### config.mk
export PLATFORM = sky130hd
export DESIGN_NAME = hlsi_cell
export DESIGN_NICKNAME = d
export VERILOG_FILES = /design/src/design/halo_lattice_site_index_macros.svh /design/src/design/hlsi_pkg.sv /design/src/design/hlsi_cell.sv
export SDC_FILE = /design/constraint.sdc
export NUM_CORES = 1
export LEC_CHECK = 0
export ABC_CLOCK_PERIOD_IN_PS = 3900
export BUFFER_PORTS_ARGS = -buffer_cell sky130_fd_sc_hd__buf_2
export CORE_UTILIZATION = 47
export DETAILED_ROUTE_END_ITERATION = 10
export PLACE_DENSITY = 0.81
export SLEW_MARGIN = 20
export SYNTH_ARGS = -nofsm -noshare
export SYNTH_HDL_FRONTEND = slang
export SYNTH_SLANG_ARGS = --single-unit
### constraint.sdc
create_clock -name clock -period 3.9 [get_ports clock]
set_clock_uncertainty 0.2 [all_clocks]
set_input_delay 0 -clock clock [delete_from_list [all_inputs] [get_ports clock]]
set_output_delay 0 -clock clock [all_outputs]
set_load 0.05 [all_outputs]
### src/design/halo_lattice_site_index_macros.svh
// ---------------------------------------------------------------------------
// Assertion macros for the lattice site index block
// Concurrent checks clocked by clock, with or without the reset qualifier.
// ---------------------------------------------------------------------------
`ifndef HALO_LATTICE_SITE_INDEX_MACROS_SVH
`define HALO_LATTICE_SITE_INDEX_MACROS_SVH
`ifndef SYNTHESIS
`define HLSI_ASSERT(lbl, prop, msg) \
   lbl: assert property (@(posedge clock) disable iff (reset) (prop)) else $error(msg);
`define HLSI_ASSERT_ALWAYS(lbl, prop, msg) \
   lbl: assert property (@(posedge clock) (prop)) else $error(msg);
`else
`define HLSI_ASSERT(lbl, prop, msg)
`define HLSI_ASSERT_ALWAYS(lbl, prop, msg)
`endif
`endif

### src/design/hlsi_pkg.sv
// ---------------------------------------------------------------------------
// Lattice site index package
// Shared codes and the control record that travels down the pipeline.
// ---------------------------------------------------------------------------
package hlsi_pkg;

   localparam int IDX_W   = 31;
   localparam int COORD_W = 12;
   localparam int EXT_W   = 11;
   localparam int HALO_W  = 4;
   localparam int SETTLE_W = 2;
   localparam logic [SETTLE_W-1:0] SETTLE_CYCLES = 2'd3;

   typedef enum logic [1:0] {
      REG_EXTENT_X,
      REG_EXTENT_Y,
      REG_EXTENT_Z,
      REG_HALO_WIDTH
   } reg_index_type;

   typedef enum logic {
      MODE_TO_INDEX,
      MODE_TO_COORD
   } mode_type;

   typedef struct packed {
      logic     valid;
      mode_type mode;
      logic     flag;
   } ctl_type;

   localparam ctl_type CTL_IDLE = '{valid: 1'b0, mode: MODE_TO_INDEX, flag: 1'b0};

endpackage

### src/design/hlsi_cell.sv
// ---------------------------------------------------------------------------
// Division cell
// One restoring step: subtracts the shifted stride when it fits and sets
// one quotient bit, then hands the record to the next cell.
// ---------------------------------------------------------------------------
module hlsi_cell #(
   parameter int PW  = 11,
   parameter int BIT = 0,
   parameter int POS = 0
) (
   input  logic                     clock,
   input  logic                     reset,
   input  logic                     advance,
   input  logic [2*PW-1:0]          divisor,
   input  hlsi_pkg::ctl_type        ctl_i,
   input  logic [hlsi_pkg::IDX_W-1:0] rem_i,
   input  logic [2*PW-1:0]          quot_i,
   input  logic [hlsi_pkg::IDX_W-1:0] res_i,
   output hlsi_pkg::ctl_type        ctl_o,
   output logic [hlsi_pkg::IDX_W-1:0] rem_o,
   output logic [2*PW-1:0]          quot_o,
   output logic [hlsi_pkg::IDX_W-1:0] res_o
);
   import hlsi_pkg::*;

   localparam int CW = (3*PW+1 > IDX_W+1) ? 3*PW+1 : IDX_W+1;

   ctl_type          ctl_ff;
   logic [IDX_W-1:0] rem_ff, rem_in;
   logic [2*PW-1:0]  quot_ff, quot_in;
   logic [IDX_W-1:0] res_ff;
   logic [CW-1:0]    wide_div;
   logic             take;

   always_comb begin
      wide_div = CW'(divisor) << BIT;
      take     = (ctl_i.mode == MODE_TO_COORD) && (CW'(rem_i) >= wide_div);
      rem_in   = take ? (rem_i - wide_div[IDX_W-1:0]) : rem_i;
      quot_in  = quot_i;
      quot_in[POS] = take;
   end

   always_ff @(posedge clock) begin
      if (reset) begin
         ctl_ff <= CTL_IDLE;
      end else if (advance) begin
         ctl_ff <= ctl_i;
      end
   end

   always_ff @(posedge clock) begin
      if (advance) begin
         rem_ff  <= rem_in;
         quot_ff <= quot_in;
         res_ff  <= res_i;
      end
   end

   assign ctl_o  = ctl_ff;
   assign rem_o  = rem_ff;
   assign quot_o = quot_ff;
   assign res_o  = res_ff;

endmodule

Yosys cells after proc, flatten, opt, wreduce, memory -nomap -nowiden
Cells that the tools add are included.

$add $sub $neg: 1. Multiply operators: 0. Div/mod/pow operators: 0. Order comparisons: 1. Equal/unequal tests: 0. Shifts and indexed selects: 0. Muxes and demuxes: 1. Bitwise logic cells: 0. Reduce and logical (&&, ||, !) cells: 1.

Operators with widths (count): >= comparator 31 x 22 -> 1 bit (1); 2-to-1 mux 31 bit (1); subtractor 31 x 22 -> 31 bit (1); logical AND 1 bit (1).

Register bits after elaboration: 87. Latch bits: 0. Bits in writable memories: 0. Memory bits (read-only): 0. Input port bits: 112. Output and inout port bits: 87. Memories kept: 0.

Longest topological paths before layout
Gate-level depths: netlist of run 1.

Depth in word-level cells: 3. Mapped depth: 14. Mapped depth without buffers: 12.

Worst setup path after synthesis of run 1
Ideal clock, no wire load.

Path type: input -> register. From: input divisor[4]. To: register rem_ff[23] (netlist: rem_o[23]) (data pin). Library setup time: 0.256 ns. Data arrival time: 2.423 ns. Required time: 3.444 ns. Slack: 1.020 ns. Stages on the path: 12. Buffers on the path: 1. Path through: inv_1 -> ha_1 -> a211o_1 -> and3_1 -> o41a_1 -> o31a_1 -> a311oi_2 -> o211ai_1 -> nand2_1 -> buf_4 -> nor3_1 -> a22o_1.

Word-level cells in the longest chain between the ends: 3.

RTL lines: start: declaration (line hlsi_cell.sv:14) `input logic [2*PW-1:0] divisor,`; >= comparator 31 x 22 -> 1 bit (line hlsi_cell.sv:37) `take = (ctl_i.mode == MODE_TO_COORD) && (CW'(rem_i) >= wide_div);`; logical AND 1 bit (line hlsi_cell.sv:37); 2-to-1 mux 31 bit (*) (line hlsi_cell.sv:38) `rem_in = take ? (rem_i - wide_div[IDX_W-1:0]) : rem_i;`; net rem_in[23] (line hlsi_cell.sv:29) `logic [IDX_W-1:0] rem_ff, rem_in;`; end signal: assignment (line hlsi_cell.sv:53) `rem_ff <= rem_in;`; end: declaration (line hlsi_cell.sv:29).

Mark *: on every way through the listed nets, which the timed path passes. The rest lies on a longest branch. A chain may end at the register's enable or synchronous reset.

Final worst setup path of run 1
From: input rem_i[4] (netlist bit). To: register rem_ff[0] (netlist: rem_o[0]) (data pin).

Word-level cells in the longest chain between the ends: 3.

RTL lines: start: declaration (line hlsi_cell.sv:16) `input logic [hlsi_pkg::IDX_W-1:0] rem_i,`; >= comparator 31 x 22 -> 1 bit (line hlsi_cell.sv:37); logical AND 1 bit (line hlsi_cell.sv:37); 2-to-1 mux 31 bit (line hlsi_cell.sv:38); net rem_in[0] (line hlsi_cell.sv:29).

The timed path passes the listed nets, and every way through them passes these cells.

==> metrics.md, run 1 <==
| Metric | Value |
|---|---|
| First-pass GRT wire length | `21,500 um` |
| Achievable clock frequency | `265 MHz` |
| CTS root buffer | `clkbuf_8` |
| Pre-Repair DR Iteration Count | `5` |
| Max Fanout on Critical Path | `26` |
| CTS Buf Count | `9` |
| Post-layout nets | `778` |
| Via count | `4,024` |
| Crit Path Category | `input port to flop` |
| Initial antenna violation count | `0` |
| Die Height | `97.2 um` |
| Worst IR Drop VDD | `192 uV` |
| Syn nets | `488` |
| CP Data Required Time | `3800 ps` |
| Max Cap Viol | `0` |
| HPWL after DPL | `7950 um` |
| DR vias/cell | `5.32` |
| DRC | `0` |
| Post-synth EDFFs | `84` |
| Leading area contributor after synthesis | `edfxtp_1` |
| CTS Buffer Depth | `2` |
| CTS tree | `yes` |
| Async set or reset register ratio after synthesis | `0` |
| Layout area overhead | `51.9%` |
| Minimum clock period | `3780 ps` |
| Worst Setup End Kind | `flop` |
| RSZ-0062 raised after global routing | `true` |
| GRT Resource Usage Total | `0.301` |
| Yosys warns | `0` |
| CP Launch Type | `input port` |
| # port buffers | `197` |
| DRT antenna net count | `0` |
| Width of the chip | `97.2 um` |
| Final Slew Violations | `0` |
| Status | `complete, no violations` |
| Cell Area, Synth | `4260 sq um` |
| Max Used Layer | `met4` |
| #FFs+latches synth | `87` |
| PD cells | `402 nW/um^2` |
| Final Cycle Share | `0.968` |
| Post-Route WL | `14,400 um` |
| Max_slew headroom | `0.262` |
| Top FF cell, synth | `edfxtp_1` |
| Worst-path clk slew | `90 ps` |
| Clk sinks | `87` |
| Initial core utilization | `0.486` |
| Fill count | `537` |
| Top post-synthesis cells by count | `edfxtp_1, nand2_1, inv_1, o21ai_0, a21oi_1` |
| Count leader, synth | `edfxtp_1` |
| Clock latency on the worst-skew pair | `350 ps` |
| Average footprint of a synthesized cell | `12.1 sq um` |
| Core Region | `8760 sq um` |
| Worst Max-Slew Pin Slew | `1110 ps` |
| Final setup fails | `0` |
| Synth top area cells | `edfxtp_1, ha_1, xor2_1` |
| Seq/Total Area, Yosys | `0.606` |
| Hold Path Class | `input port to flop` |
| Met3 routed WL | `1210 um` |
| WL met2 | `7230 um` |
| Final hold slack | `8.84 ps` |
| Overflow after GRT | `0` |
| H-tree Lvls | `3` |
| Count of cell types in the netlist | `45` |
| Largest net degree at the start of global routing | `88` |
| Full die area | `9450 sq um` |
| DRT iter0 DRCs | `284` |
| Yosys top cell area share | `0.592` |
| Core Rows | `34` |
| Met1 wire length | `5270 um` |
| Setup slack, reg-to-reg | `2510 ps` |
| Final Instance Area | `6470 sq um` |
| CP Data Arrival Time | `3680 ps` |
| Num ports | `199` |
| Vias in the first global route | `4,042` |
| P_leak | `2.93 nW` |
| DR WL/cell | `19.0 um` |
| Global placement routability congestion | `0.852` |
| Cell Area, Placed | `5350 sq um` |
| Cell count after synthesis | `353` |
| Final hold violations | `0` |
| Share of layout cells above drive strength 1 | `0.343` |
-- cell usage in the layout (no fill, tap or decap), drive strengths merged, types with 3 or more instances in the layout --
cell         synthesis  routed
a21o                10      10
a21oi               23      23
and2                 3       3
and3                 6       6
buf                  8     201
clkbuf               2       9
dfxtp                3       3
dlygate4sd3          0      88
edfxtp              84      84
ha                  22      22
inv                 27      28
mux2i                3       3
nand2               34      34
nand3                6       6
nand4                4       4
nor2                16      16
nor2b                4       4
nor3                 7       7
nor4                 3       3
o21a                 3       3
o21ai               29      29
or3                  3       3
or4                  3       3
xnor2               10      10
xor2                16      16
-- final timing paths --
check	startpoint	end	cells past startpoint
max reg2reg	ctl_o[2]	ctl_o[2]	3
min reg2reg	ctl_o[0]	ctl_o[0]	2
min	divisor[1]	rem_o[1]	3
max	rem_i[4]	rem_o[0]	13
-- repair_timing --
action	CTS	global route
buffers inserted	0	2
gates resized for setup	0	7
endpoints found under the hold margin	86	0
hold buffers	88	0
endpoints found under the setup margin	0	4
-- routing by layer --
metal  global-route usage  vias up
li1                     -     1877
met1                0.341     1866
met2                0.523      224
met3               0.0871       57
met4                0.140        0
met5                    0        -
-- state kept, by name, summed over array words and instances (netlist names) --
signal and flops:
quot_o 22, res_o 31, rem_o 31, ctl_o 3
-- logic make-up after synthesis --
group / synth area share
fa+ha+maj: 0.0693
flops: 0.606
compound gates: 0.115
mux: 0.00705
xor+xnor: 0.0534
simple gates: 0.113
buf+inv: 0.0358
-- layout make-up --
| type | instances | area [sq um] | area share |
|---|---|---|---|
| flip-flops and latches | 87 | 2580 | 0.399 |
| repair buffers | 289 | 1910 | 0.295 |
| multi-input cells | 229 | 1540 | 0.239 |
| well taps | 108 | 135 | 0.0209 |
| clock buffers | 9 | 124 | 0.0191 |
| inverters | 27 | 101 | 0.0157 |
| clock inverters | 6 | 71.3 | 0.0110 |
| diodes | 1 | 2.50 | 0.000387 |
-- critical path, cell delays in order --
cell,delay [ps]
dlygate4sd3_1,540
buf_2,130
ha_1,330
a211o_1,270
and3_1,180
o41a_1,360
o31a_1,360
a311oi_2,370
o211ai_1,150
nand2_1,150
buf_12,180
o21ai_0,90
dlygate4sd3_1,560
-- report_power, final --
group,internal (mW),switching [mW],total [mW],leakage [nW]
Sequential,1.12,0.0296,1.15,0.846
Clock,0.298,0.354,0.651,0.0919
Combinational,0.260,0.539,0.800,1.99
-- per-stage QoR --
stage                     utilization  setup WS (ps)  setup TNS (ps)  power, mW  cells
final                           0.739            124               0       2.60    756
after global routing            0.738          -20.3           -20.3       2.69    755
after CTS                       0.733           50.3               0       2.55    753
after detailed placement        0.610            528               0       1.86    650
after global placement          0.610            562               0       1.85    650
after floorplan                     -           1020               0       1.66    353
No activity file was read; power rests on OpenSTA's default activity.
==> run 2, diff against run 1 <==
--- a/config.mk
+++ b/config.mk
@@ -6,7 +6,7 @@
 export NUM_CORES = 1
 export LEC_CHECK = 0
 export ABC_CLOCK_PERIOD_IN_PS = 3900
-export BUFFER_PORTS_ARGS = -buffer_cell sky130_fd_sc_hd__buf_2
+export BUFFER_PORTS_ARGS = -buffer_cell sky130_fd_sc_hd__buf_4
 export CORE_UTILIZATION = 47
 export DETAILED_ROUTE_END_ITERATION = 10
 export PLACE_DENSITY = 0.81
==> run 2 against run 1 <==
Compared with the run above: the run now ends with negative setup slack left; non-clock buffer count rose by 2; register-to-register slack barely moved; first-iteration DRC count rose by 89%; wire length rose by 17%; cell area rose by 8.1%; flip-flop and latch count did not move; cell count rose by 0.40%; core utilization rose by 6.0 points; critical path type unchanged; critical endpoint unchanged; largest cell class unchanged.
==> metrics.md, run 2 (synthesized netlist as in run 1, its figures left out) <==
| Metric | Value |
|---|---|
| Vias in the first global route | `4,264 (+5.5%)` |
| Final Instance Area | `7000 sq um (+8.1%)` |
| Crit path buf inv count | `4 (unchanged)` |
| Multi-input gate area | `1560 sq um (+0.81%)` |
| Layout area overhead | `64.2%` |
| Clk sinks | `87 (unchanged)` |
| DR WL/cell | `22.1 um (+16%)` |
| DRT iter0 DRCs | `536 (+89%)` |
| Share of layout cells above drive strength 1 | `0.340 (-0.00312)` |
| Largest net degree at the start of global routing | `88 (unchanged)` |
| Hold Path Class | `input port to flop` |
| Critical Path Max Stage Delay | `610 ps (+50 ps)` |
| CTS Buf Count | `9 (unchanged)` |
| GRT Resource Usage Total | `0.341 (+0.0402)` |
| Final hold violations | `0 (unchanged)` |
| Worst Max-Slew Pin Slew | `590 ps (-517 ps)` |
| Pre-Repair DR Iteration Count | `5 (unchanged)` |
| Top cell by count, worst path | `dlygate4sd3_1` |
| HPWL after DPL | `8490 um (+6.8%)` |
| Post-Route WL | `16,800 um (+17%)` |
| Worst IR Drop VDD | `184 uV (-4.5%)` |
| CP delay by family, top | `compound AO/OA/AOI/OAI gates` |
| Max Cap Viol | `0 (unchanged)` |
| Worst-path clk slew | `100 ps (about the same)` |
| Minimum clock period | `3900 ps (+126 ps)` |
| Achievable clock frequency | `256 MHz (-3.2%)` |
| P_leak | `3.11 nW (+6.0%)` |
| Failing checks | `negative setup slack` |
| Overflow after GRT | `0 (unchanged)` |
| Commonest non-fill, non-tap cell in the layout | `buf_4` |
| H-tree Lvls | `3 (unchanged)` |
| Worst Setup End Kind | `flop` |
| # port buffers | `197 (unchanged)` |
| Post-place setup slack | `539 ps (+10.8 ps)` |
| Final Slew Violations | `0 (unchanged)` |
| DRT antenna net count | `0 (unchanged)` |
| PD cells | `384 nW/um^2 (-4.6%)` |
| Register area | `2580 sq um (unchanged)` |
| Fin cells | `759 (+0.40%)` |
| Initial core utilization | `0.486 (unchanged)` |
| Setup Fix Bufs, Post-CTS | `0 (unchanged)` |
| Post-layout nets | `780 (+0.26%)` |
| Via count | `4,348 (+8.1%)` |
| CTS root buffer | `clkbuf_8` |
| Width of the chip | `97.2 um (unchanged)` |
| Max_slew headroom | `0.596 (+0.335)` |
| Core Region | `8760 sq um (unchanged)` |
| CP Cell Sequence | `dlygate4sd3_1 > buf_4 > ha_1 > a211o_1 > and3_1 > o41a_1 > o31a_1 > a311oi_4 > o211ai_1 > nand2_1 > buf_12 > o21ai_0 > dlygate4sd3_1` |
| Crit Path Category | `input port to flop` |
| Final hold slack | `111 ps (+103 ps)` |
| CTS Buffer Depth | `2 (unchanged)` |
| DR vias/cell | `5.73 (+7.6%)` |
| Final Cycle Share | `1.00 (+0.0322)` |
| Setup TNS | `-2.11 ps (-2.11 ps)` |
| CP Data Required Time | `3800 ps (about the same)` |
| Final core occ | `0.798 (+0.0597)` |
| Final setup fails | `1 (+1)` |
| DRC | `0 (unchanged)` |
| Cell Area, Placed | `5840 sq um (+9.2%)` |
| CP Launch Type | `input port` |
| Initial antenna violation count | `0 (unchanged)` |
| CP Data Arrival Time | `3800 ps (+120 ps)` |
| Die Height | `97.2 um (unchanged)` |
| Placed Instances | `650 (unchanged)` |
| First-pass GRT wire length | `24,700 um (+15%)` |
| RSZ-0062 raised after global routing | `true` |
| Commonest non-fill, non-tap cells in the layout | `buf_4, dlygate4sd3_1, edfxtp_1` |
| Total chip power | `2.69 mW (+3.2%)` |
| CTS tree | `yes` |
| Slowest stage cell, crit path | `dlygate4sd3_1` |
| Max Fanout on Critical Path | `30 (+15%)` |
| Full die area | `9450 sq um (unchanged)` |
| Status | `finished with violations` |
| Setup ws final | `-2.11 ps (-126 ps)` |
| Fill count | `469 (-13%)` |
| Num ports | `199 (unchanged)` |
| Clock latency on the worst-skew pair | `350 ps (about the same)` |
| Core Rows | `34 (unchanged)` |
| Global placement routability congestion | `0.867 (+1.8%)` |
## run 2: power by group
group | internal (mW) | total, mW | switching, mW
sequential | 1.12 | 1.16 | 0.0383
combinational | 0.342 | 0.907 | 0.565
clock | 0.236 | 0.617 | 0.381
total | 1.70 | 2.69 | 0.984
## run 2: cell type report
type / instances / share of cell area
antenna: 1 / 0.000358
clock buffer: 10 / 0.0182
clock inverter: 6 / 0.00644
inverter: 27 / 0.0145
multi-input combinational: 229 / 0.223
sequential: 87 / 0.369
tap: 108 / 0.0193
timing repair buffer: 291 / 0.349
## run 2: worst reg2reg max path, stage by stage (launching register included)
cell and delay (ps):
dfxtp_1 340, mux2i_1 140, nor2_1 70, dlygate4sd3_1 550
## run 2: what timing repair did
| item | in CTS | in global routing |
|---|---|---|
| resized for setup | 0 | 8 |
| hold buffers | 90 | 1 |
| setup endpoints to repair | 0 | 6 |
| hold endpoints to repair | 86 | 25 |
## run 2: path summary, 6_finish.rpt
path | from | end | slack (ps) | cells past startpoint
setup / recovery | rem_i[4] | rem_o[0] | -2 | 13
hold reg to reg | ctl_o[2] | ctl_o[2] | 350 | 2
setup reg to reg | ctl_o[1] | ctl_o[1] | 2500 | 3
hold / removal | divisor[9] | rem_o[9] | 110 | 5
## run 2: routing by layer
metal,vias to the layer above,track usage,routed length [um]
li1,1880,-,-
met1,2066,0.411,6160
met2,337,0.581,8280
met3,65,0.0906,1700
met4,0,0.139,671
met5,-,0,0
