==> config.mk <==
export PLATFORM = sky130hd
export DESIGN_NAME = hlsi_front
export DESIGN_NICKNAME = d
export VERILOG_FILES = /design/src/design/halo_lattice_site_index_macros.svh /design/src/design/hlsi_pkg.sv /design/src/design/hlsi_front.sv
export SDC_FILE = /design/constraint.sdc
export NUM_CORES = 1
export LEC_CHECK = 0
export BUFFER_PORTS_ARGS = -buffer_cell sky130_fd_sc_hd__buf_2
export CAP_MARGIN = 20
export CORE_AREA = 2 2 242 244
export CTS_CLUSTER_SIZE = 12
export DETAILED_ROUTE_END_ITERATION = 10
export DIE_AREA = 0 0 244 246
export GPL_TIMING_DRIVEN = 0
export MAX_ROUTING_LAYER = met4
export PLACE_DENSITY = 0.68
export SLEW_MARGIN = 40
export SYNTH_ARGS = -nofsm -noshare
export SYNTH_HDL_FRONTEND = slang
export SYNTH_SLANG_ARGS = --single-unit
==> constraint.sdc <==
create_clock -name clock -period 7.7 [get_ports clock]
set_input_delay 1.54 -clock clock [delete_from_list [all_inputs] [get_ports clock]]
set_output_delay 1.54 -clock clock [all_outputs]
set_load 0.02 [all_outputs]
==> src/design/halo_lattice_site_index_macros.svh <==
// ---------------------------------------------------------------------------
// Assertion macros for the lattice site index block
// Concurrent checks clocked by clock, with or without the reset qualifier.
// ---------------------------------------------------------------------------
`ifndef HALO_LATTICE_SITE_INDEX_MACROS_SVH
`define HALO_LATTICE_SITE_INDEX_MACROS_SVH
`ifndef SYNTHESIS
`define HLSI_ASSERT(lbl, prop, msg) \
   lbl: assert property (@(posedge clock) disable iff (reset) (prop)) else $error(msg);
`define HLSI_ASSERT_ALWAYS(lbl, prop, msg) \
   lbl: assert property (@(posedge clock) (prop)) else $error(msg);
`else
`define HLSI_ASSERT(lbl, prop, msg)
`define HLSI_ASSERT_ALWAYS(lbl, prop, msg)
`endif
`endif

==> src/design/hlsi_pkg.sv <==
// ---------------------------------------------------------------------------
// Lattice site index package
// Shared codes and the control record that travels down the pipeline.
// ---------------------------------------------------------------------------
package hlsi_pkg;

   localparam int IDX_W   = 31;
   localparam int COORD_W = 12;
   localparam int EXT_W   = 11;
   localparam int HALO_W  = 4;
   localparam int SETTLE_W = 2;
   localparam logic [SETTLE_W-1:0] SETTLE_CYCLES = 2'd3;

   typedef enum logic [1:0] {
      REG_EXTENT_X,
      REG_EXTENT_Y,
      REG_EXTENT_Z,
      REG_HALO_WIDTH
   } reg_index_type;

   typedef enum logic {
      MODE_TO_INDEX,
      MODE_TO_COORD
   } mode_type;

   typedef struct packed {
      logic     valid;
      mode_type mode;
      logic     flag;
   } ctl_type;

   localparam ctl_type CTL_IDLE = '{valid: 1'b0, mode: MODE_TO_INDEX, flag: 1'b0};

endpackage

==> src/design/hlsi_front.sv <==
// ---------------------------------------------------------------------------
// Front end
// Range check and halo offsets, then the index multiply-add for the
// coordinate-to-index direction, over three registered stages.
// ---------------------------------------------------------------------------
module hlsi_front #(
   parameter int PW = 11,
   parameter int HW = 4
) (
   input  logic                         clock,
   input  logic                         reset,
   input  logic                         advance,
   input  hlsi_pkg::ctl_type            ctl_i,
   input  logic [hlsi_pkg::COORD_W-1:0] coord_x,
   input  logic [hlsi_pkg::COORD_W-1:0] coord_y,
   input  logic [hlsi_pkg::COORD_W-1:0] coord_z,
   input  logic [hlsi_pkg::IDX_W-1:0]   site_index,
   input  logic [HW-1:0]                halo,
   input  logic [PW-1:0]                px,
   input  logic [PW-1:0]                py,
   input  logic [PW-1:0]                pz,
   input  logic [2*PW-1:0]              sx,
   input  logic [3*PW-1:0]              nsites,
   output hlsi_pkg::ctl_type            ctl_o,
   output logic [hlsi_pkg::IDX_W-1:0]   rem_o,
   output logic [hlsi_pkg::IDX_W-1:0]   res_o
);
   import hlsi_pkg::*;

   localparam int OW = (PW+2 > COORD_W+2) ? PW+2 : COORD_W+2;
   localparam int CW = (3*PW+1 > IDX_W+1) ? 3*PW+1 : IDX_W+1;

   logic signed [OW-1:0] off_x, off_y, off_z, hoff;
   logic                 bad_coord, bad_index;
   ctl_type              ctl_a_ff, ctl_a_in, ctl_b_ff, ctl_c_ff;
   logic [PW-1:0]        ox_a_ff, oy_a_ff, oz_a_ff;
   logic [IDX_W-1:0]     idx_a_ff, idx_b_ff, idx_c_ff;
   logic [3*PW-1:0]      pa_b_ff;
   logic [2*PW:0]        pb_b_ff;
   logic [CW-1:0]        sum_c;
   logic [IDX_W-1:0]     res_c_ff;

   always_comb begin
      hoff  = $signed(OW'(halo)) - $signed(OW'(1));
      off_x = $signed({{(OW-COORD_W){coord_x[COORD_W-1]}}, coord_x}) + hoff;
      off_y = $signed({{(OW-COORD_W){coord_y[COORD_W-1]}}, coord_y}) + hoff;
      off_z = $signed({{(OW-COORD_W){coord_z[COORD_W-1]}}, coord_z}) + hoff;
      bad_coord = off_x[OW-1] || off_y[OW-1] || off_z[OW-1] ||
                  (off_x >= $signed(OW'(px))) || (off_y >= $signed(OW'(py))) ||
                  (off_z >= $signed(OW'(pz)));
      bad_index = CW'(site_index) >= CW'(nsites);
      ctl_a_in      = ctl_i;
      ctl_a_in.flag = (ctl_i.mode == MODE_TO_COORD) ? bad_index : bad_coord;
   end

   always_ff @(posedge clock) begin
      if (reset) begin
         ctl_a_ff <= CTL_IDLE;
         ctl_b_ff <= CTL_IDLE;
         ctl_c_ff <= CTL_IDLE;
      end else if (advance) begin
         ctl_a_ff <= ctl_a_in;
         ctl_b_ff <= ctl_a_ff;
         ctl_c_ff <= ctl_b_ff;
      end
   end

   assign sum_c = CW'(pa_b_ff) + CW'(pb_b_ff);

   always_ff @(posedge clock) begin
      if (advance) begin
         ox_a_ff  <= off_x[PW-1:0];
         oy_a_ff  <= off_y[PW-1:0];
         oz_a_ff  <= off_z[PW-1:0];
         idx_a_ff <= site_index;
         pa_b_ff  <= (3*PW)'(ox_a_ff) * (3*PW)'(sx);
         pb_b_ff  <= (2*PW+1)'(oy_a_ff) * (2*PW+1)'(pz) + (2*PW+1)'(oz_a_ff);
         idx_b_ff <= idx_a_ff;
         res_c_ff <= sum_c[IDX_W-1:0];
         idx_c_ff <= idx_b_ff;
      end
   end

   assign ctl_o = ctl_c_ff;
   assign rem_o = idx_c_ff;
   assign res_o = res_c_ff;

endmodule

# Yosys cells after proc, flatten, opt, wreduce, memory -nomap -nowiden
# Cells that the tools add are included.
# totals
regBits	220
input_bits	165
out_inout_bits	65
wordCells	36
# op_classes
addsub	6
multipliers	2
n_lt_le_gt_ge	4
n_mux	1
n_reduce_logical	5
# ops
cell	n
$add A12 B5 Y13	3
$ge A13 B12 Y1	3
$ge A31 B33 Y1	1
$add A31 B23 Y31	1
$mul A11 B22 Y31	1
$add A22 B11 Y23	1
$mul A11 B11 Y22	1
$logic_or A1 B1 Y1	5
$sub A4 B1 Y5 const B	1
$mux W1	1

# Logic depth before layout (Yosys ltp)
# Gate-level depths: netlist of the first run.
# logic_depth
word_depth	8
ltp_mapped	21
depth_no_buf	21

# Worst setup path before layout of the first run
# Ideal clock, no wire load.
# synth_timing
kind	input to register
start	in sx[3]
end	reg pa_b_ff[29] (data pin)
setup_time_ns	0.272
arrival_ns	6.549
required_ns	7.428
slack_ns	0.879
stages	20
path_buffers	1
path_cell_list	clkbuf_1 > and2_1 > fa_1 > inv_1 > fa_1 > inv_1 > fa_1 > fa_1 > inv_1 > fa_1 > inv_1 > ha_1 > nand4_1 > a2111o_1 > and4_1 > o21a_1 > o31a_1 > nor3_2 > or4_1 > o2111ai_1
# synth_between
elab_chain_len	1
# synth_rtl
item	line	text
from (decl)	hlsi_front.sv:22	input logic [2*PW-1:0] sx,
$mul A11 B22 Y31	hlsi_front.sv:76	pa_b_ff <= (3*PW)'(ox_a_ff) * (3*PW)'(sx);
to (signal assigned)	hlsi_front.sv:76	
to (decl)	hlsi_front.sv:38	logic [3*PW-1:0] pa_b_ff;
# No other way between the ends.
# A chain may end at the register's enable or synchronous reset.

# Final worst setup path of the first run
# layout_timing
start	in sx[0]
end	reg pa_b_ff[29] (data pin)
# The elaborated chain is that of the path after synthesis.

==> run summary, run 1 <==
The run finished with clean final reports. The signed area change from the synthesized netlist to the final layout is 13.3%. The signal on the critical path passes through buf_2, clkbuf_1, nand2_1, fa_1, fa_1, inv_1, fa_1, fa_1, inv_1, fa_1, inv_1, ha_1, nand4_1, a2111o_1, and4_1, o21a_1, o31a_1, nor3_2, or4_1, o2111ai_1. At the end of routability-driven placement, the weighted congestion stood at 0.935. The worst setup slack after placement is -0.0146 ns. sky130_fd_sc_hd__edfxtp_1 takes more of the synthesized area than any other cell.

Among all stages on the critical path, the largest delay is contributed by sky130_fd_sc_hd__fa_1. The first routing iteration left 802 violations. TritonCTS built the clock tree. The initialized floorplan defines 88 standard-cell rows. The commonest cells after synthesis are sky130_fd_sc_hd__inv_1 (443), sky130_fd_sc_hd__fa_1 (274), sky130_fd_sc_hd__nand2_1 (261). The critical path data required time came out at 8.00 ns. The number of port buffers is between 200 and 250. The met2 capacity usage during global routing came out at 0.322. The final number of setup-violating endpoints is 0. The worst setup path is of the input port to flop kind. The maximum clock rate came out at about 140 MHz. STA classifies the critical path endpoint as a flop. The number of global-route vias before repair is 17400.

The final worst setup slack is 0.604 ns. In the global route stage, overall resource usage came out at 0.192. The sum of net half-perimeters after detailed placement is 45900 um. Across the run, the number of max-cap violations was 0. The area share of the largest cell type after synthesis came out at 0.278.

The cell count after synthesis came out at 2236. In the routed layout, each cell is associated on average with a via count of 4.96. STA classifies the critical path startpoint as an input port. In the synthesized netlist the dominant register cell turns out to be sky130_fd_sc_hd__edfxtp_1.

The floorplan die area is 0.0600 mm2. The synthesized design contains 211 enable-type register cells. The net count of the mapped netlist came out at 2924. Setup repair after global routing left no endpoint under its margin. The synthesized flop and latch total came out at 220.

The warning count from the yosys run came out at 0. The detailed router placed 16300 vias in this run. The global route total overflow is 0. The largest stage delay on the critical path is ~0.57 ns. The met1 track demand over resource in global routing is 0.234.

The number of antenna violations at the first check in global routing was 4. Dividing the detail-routed wire length by the instance count gives 16.6 um. The total wire length after detailed routing is between 50000 and 60000 um. The later pin in the worst-skew pair is clocked with a latency of approximately 0.57 ns. Buffers added to address setup during post-CTS repair amount to 0. The floorplan step set the die height to roughly 250 um.

The count of endpoints failing hold in the final timing report is 0. The clock period could shrink to 7.10 ns. The pre-antenna-repair detailed-routing pass consisted of 5 iterations. Buffers inserted to repair hold after CTS numbered 0. The layer flagged by global routing as most heavily used is met2. Counting the buffers created by CTS gives 26. The final clock period utilization by the worst path came out at 0.922.

In this run the mean area of a mapped cell was 10.2 um2. The tree is rooted in a sky130_fd_sc_hd__clkbuf_16. The sequential fraction of the synthesis area is 0.286. The number of sinks driven by the clock tree came out at 220. The area inside the core boundary came out at ~0.057 mm2. Ranked by total cell area, the synthesized netlist is headed by sky130_fd_sc_hd__edfxtp_1 (28%), sky130_fd_sc_hd__fa_1 (24%), sky130_fd_sc_hd__ha_1 (14%). In this run the remaining antenna-violating nets after routing total 0.

The relative max-transition margin came out at 0.496. The worst setup skew after layout came out at approximately 0.04 ns. The transition time at the pin with the least slew margin is 0.756 ns. The path class of the tightest hold or removal check is flop to flop.

The floorplan step set the die width to roughly 240 um. The residual DRC count came out at 0. The async set-reset flop share out of synthesis is 0. The synthesized cell area is approximately 0.023 mm2. Of the cells placed in the final design, the portion with a size suffix greater than 1 is 0.117. The largest net degree at the start of global routing came out at 82. The met3 capacity usage during global routing is 0.0397.

In this run the deepest clock path goes through 3 buffers. The number of max-slew violations in the final report is 0. The clock-pin slew reported for the worst setup and hold paths after clock tree synthesis came out at 0.06 ns.

By instance count, the cell type seen most on the critical path is sky130_fd_sc_hd__fa_1. The post-route setup TNS is 0 ns. The number of nets at the end of the flow came out at between 3000 and 4000.

The critical path data arrival time is between 7 and 8 ns. The dominant cell by count in the synthesized netlist is sky130_fd_sc_hd__inv_1. Gates resized during post-CTS repair numbered 0. The initial utilization of the core area, before any placement, comes to 0.397. After synthesis, the netlist uses 72 different library cells. During I/O placement, the number of pins put on the boundary was 230. The first-pass GRT wire length came out at a little under 90000 um. CTS built an H-tree with a depth of 1.

The biggest fanout along the worst timing path is 10.
metrics by stage:
step,hold WS [ns],util,instances,instance area [um2]
after global placement,0.401,0.433,3227,24900
after floorplan,0.400,-,2236,22800
final,0.417,0.450,3283,25800
after CTS,0.418,0.450,3278,25800
after detailed placement,0.405,0.435,3233,25000
after global routing,0.423,0.450,3282,25800
area by class of cell:
class | instances | area, um2
fill | 5419 | 31500
multi-input combinational | 1505 | 14400
sequential | 220 | 6520
inverter | 443 | 1660
timing repair buffer | 232 | 1240
tap | 765 | 957
clock buffer | 31 | 669
buffer | 68 | 255
clock inverter | 14 | 158
antenna | 5 | 12.5
flip-flops by register name, indices dropped and copies added, names as in the netlist:
signal	count
idx_a_ff	31
idx_b_ff	31
pa_b_ff	31
rem_o	31
res_o	31
pb_b_ff	23
ox_a_ff	11
oy_a_ff	11
oz_a_ff	11
ctl_a_ff	3
ctl_b_ff	3
ctl_o	3
layout by cell type, fill, tap and decap left out, drive strengths merged, types with 11 or more instances in the layout:
cell type	instances
ha	249
a211oi	11
inv	443
xor2	28
edfxtp	211
and3	11
nor2b	12
o21a	15
a21o	44
nor2	60
o21ai	44
a31oi	12
fa	274
and2	143
nand3	22
nand2	261
clkbuf	98
nand4	12
o211ai	11
buf	233
o21bai	15
xnor2	68
nand2b	21
nor3	23
a21oi	72
critical path: cells and delay by family:
family	cells	cell delay (ns)
buffers and inverters	5	0.68
adder cells (fa/ha/maj)	6	3.10
AND/OR/NAND/NOR	5	0.97
AO/OA/AOI/OAI	4	1.08
worst paths after layout:
| kind | from | to | cells after the start | slack [ns] |
|---|---|---|---|---|
| setup / recovery | sx[0] | pa_b_ff[29] | 20 | 0.60 |
| hold / removal | idx_b_ff[17] | rem_o[17] | 0 | 0.42 |
| setup reg to reg | ox_a_ff[5] | pa_b_ff[29] | 20 | 1.03 |
| hold reg to reg | idx_b_ff[17] | rem_o[17] | 0 | 0.42 |
kinds of logic after synthesis:
logic type,share of synthesized area
simple gates,0.128
fa+ha+maj,0.378
buf+inv,0.0842
compound gates,0.0835
flops,0.286
xor+xnor,0.0369
mux,0.00395
per-layer routing:
metal	wire length (um)	up-vias
li1	-	7757
met1	23200	7955
met2	25900	465
met3	3610	109
met4	1820	0
met5	0	-
Power of run 1 is not shown: default switching activity piles up to over one toggle a cycle in this logic, so the estimate is an artifact.
==> inputs of run 2 (changes only) <==
--- a/config.mk
+++ b/config.mk
@@ -13,7 +13,8 @@
 export DIE_AREA = 0 0 244 246
 export GPL_TIMING_DRIVEN = 0
 export MAX_ROUTING_LAYER = met4
-export PLACE_DENSITY = 0.68
+export PLACE_DENSITY_LB_ADDON = 0.08
+export REMOVE_ABC_BUFFERS = 1
 export SLEW_MARGIN = 40
 export SYNTH_ARGS = -nofsm -noshare
 export SYNTH_HDL_FRONTEND = slang
==> run 2 against run 1 <==
Effect of this change: highest routed layer unchanged; via count is 2.2% lower; critical path type unchanged; first-iteration DRC count is 21% lower; fmax is 5.5% higher; routed wire length is 2.0% lower; critical endpoint unchanged; clock skew is 0.026 ns higher.
==> run summary, run 2 (synthesis results as in run 1) <==
The flow ran to the end, and the final reports show no timing, DRC or antenna violations. The count of antenna-violating nets left after detailed routing was 0 (unchanged). The wire length per cell after detailed routing is 16.5 um (-0.87%). The placer congestion estimate came out at 0.845 (-9.6%). The biggest fanout along the worst timing path was 11 (+1). The relative max-transition margin is 0.486 (-0.0102). In this run the worst hold path is classified as flop to flop.

The count of endpoints failing hold in the final timing report came out at 0 (unchanged). The clock latency reported for the late side of the worst-skew pair came to 0.60 ns (+0.03 ns). The tree is rooted in a sky130_fd_sc_hd__clkbuf_16.

The transition time at the pin with the least slew margin is 0.761 ns (+0.00570 ns). The residual DRC count came out at 0 (unchanged). The sum of net half-perimeters after detailed placement is 44100 um (-3.9%). The critical path data required time is 8.01 ns (about the same). The number of antenna violations at the first check in global routing is 13 (+9). The worst setup slack after placement is 0.334 ns (+0.349 ns). The number of port buffers came out at 228 (+0.88%). The final number of setup-violating endpoints is 0 (unchanged).

The number of nets at the end of the flow is 3132 (-1.6%). The total of fill cells in the finished design is 5526 (+2.0%). The clock-pin slew reported for the worst setup and hold paths after clock tree synthesis came out at 0.06 ns (about the same). The post-cts gate resize count came to 0 (unchanged).

The cell total after placement came to 3179 (-1.7%). The critical path data arrival time was 7.03 ns (-0.37 ns). The kind of end point of the critical path is a flop.

The number of max-cap violations came out at 0 (unchanged). The buffer depth of the longest clock path came out at 3 (unchanged). TritonCTS built the clock tree.

The kind of start point of the critical path is an input port. The number of sinks driven by the clock tree is 220 (unchanged). The area inside the core boundary came to 0.0574 mm2 (unchanged). Compared with the post-synthesis result, the final layout area differs by 13.5%.

The share of cells above drive strength 1 is 0.127 (+0.00964). The global route total overflow came out at 0 (unchanged). The floorplan die height is 246 um (unchanged). The worst setup path is of the input port to flop kind.

In the layout the commonest cells are sky130_fd_sc_hd__inv_1 (443), sky130_fd_sc_hd__fa_1 (274), sky130_fd_sc_hd__nand2_1 (261). The first-pass GRT wire length came to 87400 um (-2.1%). The hold buffer count at CTS is 0 (unchanged).

The maximum clock rate came out at 149 MHz (+5.5%). The worst-case register-to-register setup slack is 1.24 ns (+0.21 ns). The final clock period utilization by the worst path came out at 0.873 (-0.0483). The largest net degree at the start of global routing came out at 68 (-17%).

Setup repair after global routing left no endpoint under its margin. The floorplan row count came out at 88 (unchanged). The minimum clock period is 6.72 ns (-0.372 ns). The total number of vias came out at 15900 (-2.2%). The setup fix buffers added after clock tree synthesis is 0 (unchanged). The worst setup skew after layout is 0.0650 ns (+0.0260 ns). The post-route setup TNS is 0 ns (unchanged). The TritonCTS buffer count is 28 (+7.7%). The floorplan die area is 0.0600 mm2 (unchanged). The total wire length after detailed routing is 53400 um (-2.0%). The top-level I/O count came out at 230 (unchanged).

The length of the first detailed-routing pass in iterations is 5 (unchanged). The final worst setup slack came to 0.976 ns (+0.372 ns). The number of max-slew violations in the final report came out at 0 (unchanged). The global router's overall resource usage came out at 0.189 (-0.00292).

The final cell count without fillers is 3244 (-1.2%). The first-iteration detailed-routing DRC count was 631 (-21%). The number of global-route vias before repair came out at 16900 (-2.4%). The per-cell via count in the routed design is 4.91 (-1.0%). The most frequent standard cell in the layout excluding fill and tap cells is sky130_fd_sc_hd__inv_1. The horizontal extent of the die is 244 um (unchanged). The H-tree depth is 1 (unchanged). The initial standard-cell utilization of the core came out at 0.397 (unchanged).
## run 2: changes by cell type in the layout (fill, tap and decap cells not counted), sizes merged
| cell | previous run | this run |
|---|---|---|
| buf | 233 | 246 |
| clkinvlp | 3 | 2 |
| clkbuf | 98 | 31 |
| diode | 5 | 15 |
| inv | 443 | 445 |
| bufinv | 2 | 4 |
| clkinv | 9 | 11 |
## run 2: path summary, 6_finish.rpt
path	to	depth (start not counted)	startpoint
max	pa_b_ff[29]	20	sx[3]
min	idx_b_ff[20]	0	idx_a_ff[20]
max reg2reg	pa_b_ff[29]	20	ox_a_ff[7]
min reg2reg	idx_b_ff[20]	0	idx_a_ff[20]
## run 2: per-layer routing
| metal | global-route usage | vias up | wire length (um) |
|---|---|---|---|
| li1 | - | 7671 | - |
| met5 | - | - | 0 |
| met1 | 0.229 | 7875 | 22800 |
| met3 | 0.0449 | 63 | 3240 |
| met2 | 0.321 | 319 | 26300 |
| met4 | 0.0402 | 0 | 1040 |
## run 2: through the flow
stage          hold WS [ns]  instance area (um2)   util
2_1_floorplan         0.400                22500      -
3_3_place_gp          0.400                24600  0.429
6_report              0.409                25900  0.451
3_5_place_dp          0.405                24900  0.434
4_1_cts               0.410                25800  0.450
5_1_grt               0.414                25900  0.451
## run 2: layout make-up
class | count | area, um2 | share of cell area
Antenna cell | 15 | 37.5 | 0.00145
Timing Repair Buffer | 246 | 1400 | 0.0540
Clock inverter | 19 | 230 | 0.00890
Inverter | 443 | 1660 | 0.0643
Clock buffer | 31 | 712 | 0.0275
Sequential cell | 220 | 6520 | 0.252
Multi-Input combinational cell | 1505 | 14400 | 0.555
Tap cell | 765 | 957 | 0.0370
## run 2: worst max-delay path: stages
cell,delay (ns)
sky130_fd_sc_hd__buf_2,0.19
sky130_fd_sc_hd__and2_1,0.21
sky130_fd_sc_hd__fa_1,0.54
sky130_fd_sc_hd__inv_1,0.05
sky130_fd_sc_hd__fa_1,0.47
sky130_fd_sc_hd__inv_1,0.05
sky130_fd_sc_hd__fa_1,0.52
sky130_fd_sc_hd__fa_1,0.55
sky130_fd_sc_hd__inv_1,0.06
sky130_fd_sc_hd__fa_1,0.54
sky130_fd_sc_hd__inv_1,0.04
sky130_fd_sc_hd__ha_1,0.37
sky130_fd_sc_hd__nand4_1,0.12
sky130_fd_sc_hd__a2111o_1,0.38
sky130_fd_sc_hd__and4_1,0.24
sky130_fd_sc_hd__o21a_1,0.23
sky130_fd_sc_hd__o31a_1,0.35
sky130_fd_sc_hd__nor3_2,0.28
sky130_fd_sc_hd__or4_1,0.16
sky130_fd_sc_hd__o2111ai_1,0.13
Power of run 2 is left out for the same reason.
==> inputs of run 3 (changes only) <==
==> constraint.sdc (replaced) <==
create_clock -name clock -period 6.25 [get_ports clock]
set_input_delay 1.25 -clock clock [delete_from_list [all_inputs] [get_ports clock]]
set_output_delay 1.25 -clock clock [all_outputs]
set_load 0.02 [all_outputs]
==> run 3 against run 2 <==
Effect of this change: clock skew is 0.00085 ns lower; non-clock buffer count increased by 12; critical path depth down 1; global-route usage up 0.078 points; sequential share of layout area down 0.26 points; sequential cell count stayed put; cell count increased by 0.37%; setup slack worse by 0.78 ns; via count up 0.52%; cell area is 1.0% higher; utilization increased by 0.47 points; critical endpoint unchanged.
==> run summary, run 3 (synthesis results as in run 1) <==
The sum of net half-perimeters after detailed placement came to 44100 um (unchanged). The number of sinks driven by the clock tree came out at 220 (unchanged). The per-cell via count in the routed design is 4.92 (+0.15%). The share of cells above drive strength 1 came to 0.137 (+0.0103). The total of fill cells in the finished design is 5519 (-0.13%). The top-level I/O count came out at 230 (unchanged). The number of port buffers was 228 (unchanged). The library cells used most frequently in the layout, excluding fill and tap cells, are sky130_fd_sc_hd__inv_1 (443), sky130_fd_sc_hd__fa_1 (274), sky130_fd_sc_hd__nand2_1 (260).

The TritonCTS clock tree is yes. The clock latency reported for the late side of the worst-skew pair was 0.60 ns (about the same). The total number of vias came out at 16000 (+0.52%). The worst setup slack after placement is -0.826 ns (-1.16 ns). In the finished design, the share of the clock period the worst path needs comes to 0.969. The run finished with clean final reports. The biggest fanout along the worst timing path came to 11 (unchanged).

The final cell count without fillers is 3256 (+0.37%). The global route total overflow came out at 0 (unchanged). The wire length per cell after detailed routing came out at 16.5 um (+0.31%). The placer congestion estimate came out at 0.845 (unchanged).

The largest net degree at the start of global routing is 68 (unchanged). The number of global-route vias before repair was 17000 (+0.39%). The worst setup skew after layout came out at 0.0642 ns (-0.000847 ns).

STA classifies the critical path endpoint as a flop. The highest metal layer with signal wires is met4. The critical path is of the input port to flop type.

The area inside the core boundary was 0.0574 mm2 (unchanged). The cell total after placement is 3179 (unchanged). The count of antenna-violating nets left after detailed routing came out at 0 (unchanged). The global router's overall resource usage came out at 0.190 (+0.000777). The met2 wire length is 26500 um (+0.57%). The tree is rooted in a sky130_fd_sc_hd__clkbuf_16. The floorplan row count is 88 (unchanged). The total wire length after detailed routing is 53800 um (+0.69%). The count of endpoints failing hold in the final timing report is 0 (unchanged).

The number of max-cap violations was 0 (unchanged). The initial standard-cell utilization of the core was 0.397 (unchanged). The floorplan die height came to 246 um (unchanged).

The final number of setup-violating endpoints came to 0 (unchanged). The floorplan die area is 0.0600 mm2 (unchanged). The final worst setup slack is 0.193 ns (-0.783 ns).

The transition time at the pin with the least slew margin is 0.761 ns (unchanged). The instance area after placement was 0.0249 mm2 (unchanged). The sum of routed wire segments on met1 is 23000 um (+1.1%). The TritonCTS buffer count came out at 28 (unchanged). The clock-pin slew reported for the worst setup and hold paths after clock tree synthesis came to 0.06 ns (about the same).

The critical path data arrival time came out at 6.37 ns (-0.66 ns). The number of nets at the end of the flow is 3144 (+0.38%). The critical path data required time came out at 6.56 ns (-1.45 ns). The final design utilization came to 0.456 (+0.00469). The relative max-transition margin came out at 0.486 (unchanged).

The most frequent standard cell in the layout excluding fill and tap cells is sky130_fd_sc_hd__inv_1. The horizontal extent of the die is 244 um (unchanged). The detailed route wirelength on metal3 came to 3200 um (-1.1%). The worst hold path belongs to the class flop to flop. The buffer depth of the longest clock path came out at 3 (unchanged). The length of the first detailed-routing pass in iterations came out at 5 (unchanged).

The post-route cell area is 0.0261 mm2 (+1.0%). The minimum clock period came out at 6.06 ns. The residual DRC count is 0 (unchanged). The maximum clock rate is between 150 and 200 MHz. The H-tree depth was 1 (unchanged). The first-iteration detailed-routing DRC count came to 658 (+4.3%). The first-pass GRT wire length was 87700 um (+0.35%). The kind of start point of the critical path is an input port. The signed area change from the synthesized netlist to the final layout came out at 14.7%. The number of antenna violations at the first check in global routing is 13 (unchanged).

The number of max-slew violations in the final report was 0 (unchanged).
==> run 3: area by class of cell <==
| type | count | area, um2 | area share |
|---|---|---|---|
| well taps | 765 | 957 | 0.0366 |
| diodes | 15 | 37.5 | 0.00144 |
| flip-flops and latches | 220 | 6520 | 0.249 |
| inverters | 443 | 1660 | 0.0636 |
| clock buffers | 31 | 712 | 0.0272 |
| repair buffers | 258 | 1550 | 0.0593 |
| multi-input cells | 1505 | 14500 | 0.554 |
| clock inverters | 19 | 230 | 0.00881 |
==> run 3: final timing paths <==
kind | end | cells past startpoint | slack [ns] | from
setup / recovery | pa_b_ff[29] | 19 | 0.19 | sx[8]
hold / removal | idx_b_ff[20] | 0 | 0.41 | idx_a_ff[20]
setup reg to reg | pa_b_ff[29] | 18 | 0.26 | ox_a_ff[10]
hold reg to reg | idx_b_ff[20] | 0 | 0.41 | idx_a_ff[20]
==> run 3: per-layer routing <==
layer | vias to the layer above | GRT usage
met5 | - | -
met4 | 0 | 0.0402
met3 | 64 | 0.0449
met2 | 303 | 0.323
met1 | 7943 | 0.230
li1 | 7701 | -
==> run 3: per-stage QoR <==
step           hold slack, ns  setup TNS [ns]
2_1_floorplan           0.400          -0.123
3_3_place_gp            0.400           -8.19
3_5_place_dp            0.405           -7.77
4_1_cts                 0.410               0
5_1_grt                 0.414       -0.000244
6_report                0.411               0
==> run 3: timing repair <==
action / in CTS / in global routing
endpoints found under the setup margin: 7 / 6
resized for setup: 10 / 35
pin swaps: 2 / 17
hold buffers: 0 / 0
setup buffers: 4 / 8
==> run 3: worst max-delay path, stage by stage <==
cell and delay [ns]:
sky130_fd_sc_hd__clkbuf_4 0.22, sky130_fd_sc_hd__nand2_1 0.10, sky130_fd_sc_hd__fa_1 0.48, sky130_fd_sc_hd__fa_1 0.52, sky130_fd_sc_hd__inv_1 0.06, sky130_fd_sc_hd__fa_1 0.50, sky130_fd_sc_hd__fa_1 0.55, sky130_fd_sc_hd__inv_1 0.06
sky130_fd_sc_hd__fa_1 0.54, sky130_fd_sc_hd__inv_1 0.07, sky130_fd_sc_hd__ha_4 0.30, sky130_fd_sc_hd__nand4_1 0.10, sky130_fd_sc_hd__a2111o_1 0.33, sky130_fd_sc_hd__and4_4 0.22, sky130_fd_sc_hd__o21a_4 0.21, sky130_fd_sc_hd__o31a_1 0.35
sky130_fd_sc_hd__nor3_4 0.24, sky130_fd_sc_hd__or4_1 0.14, sky130_fd_sc_hd__o2111ai_1 0.13
Power of run 3 is left out for the same reason.
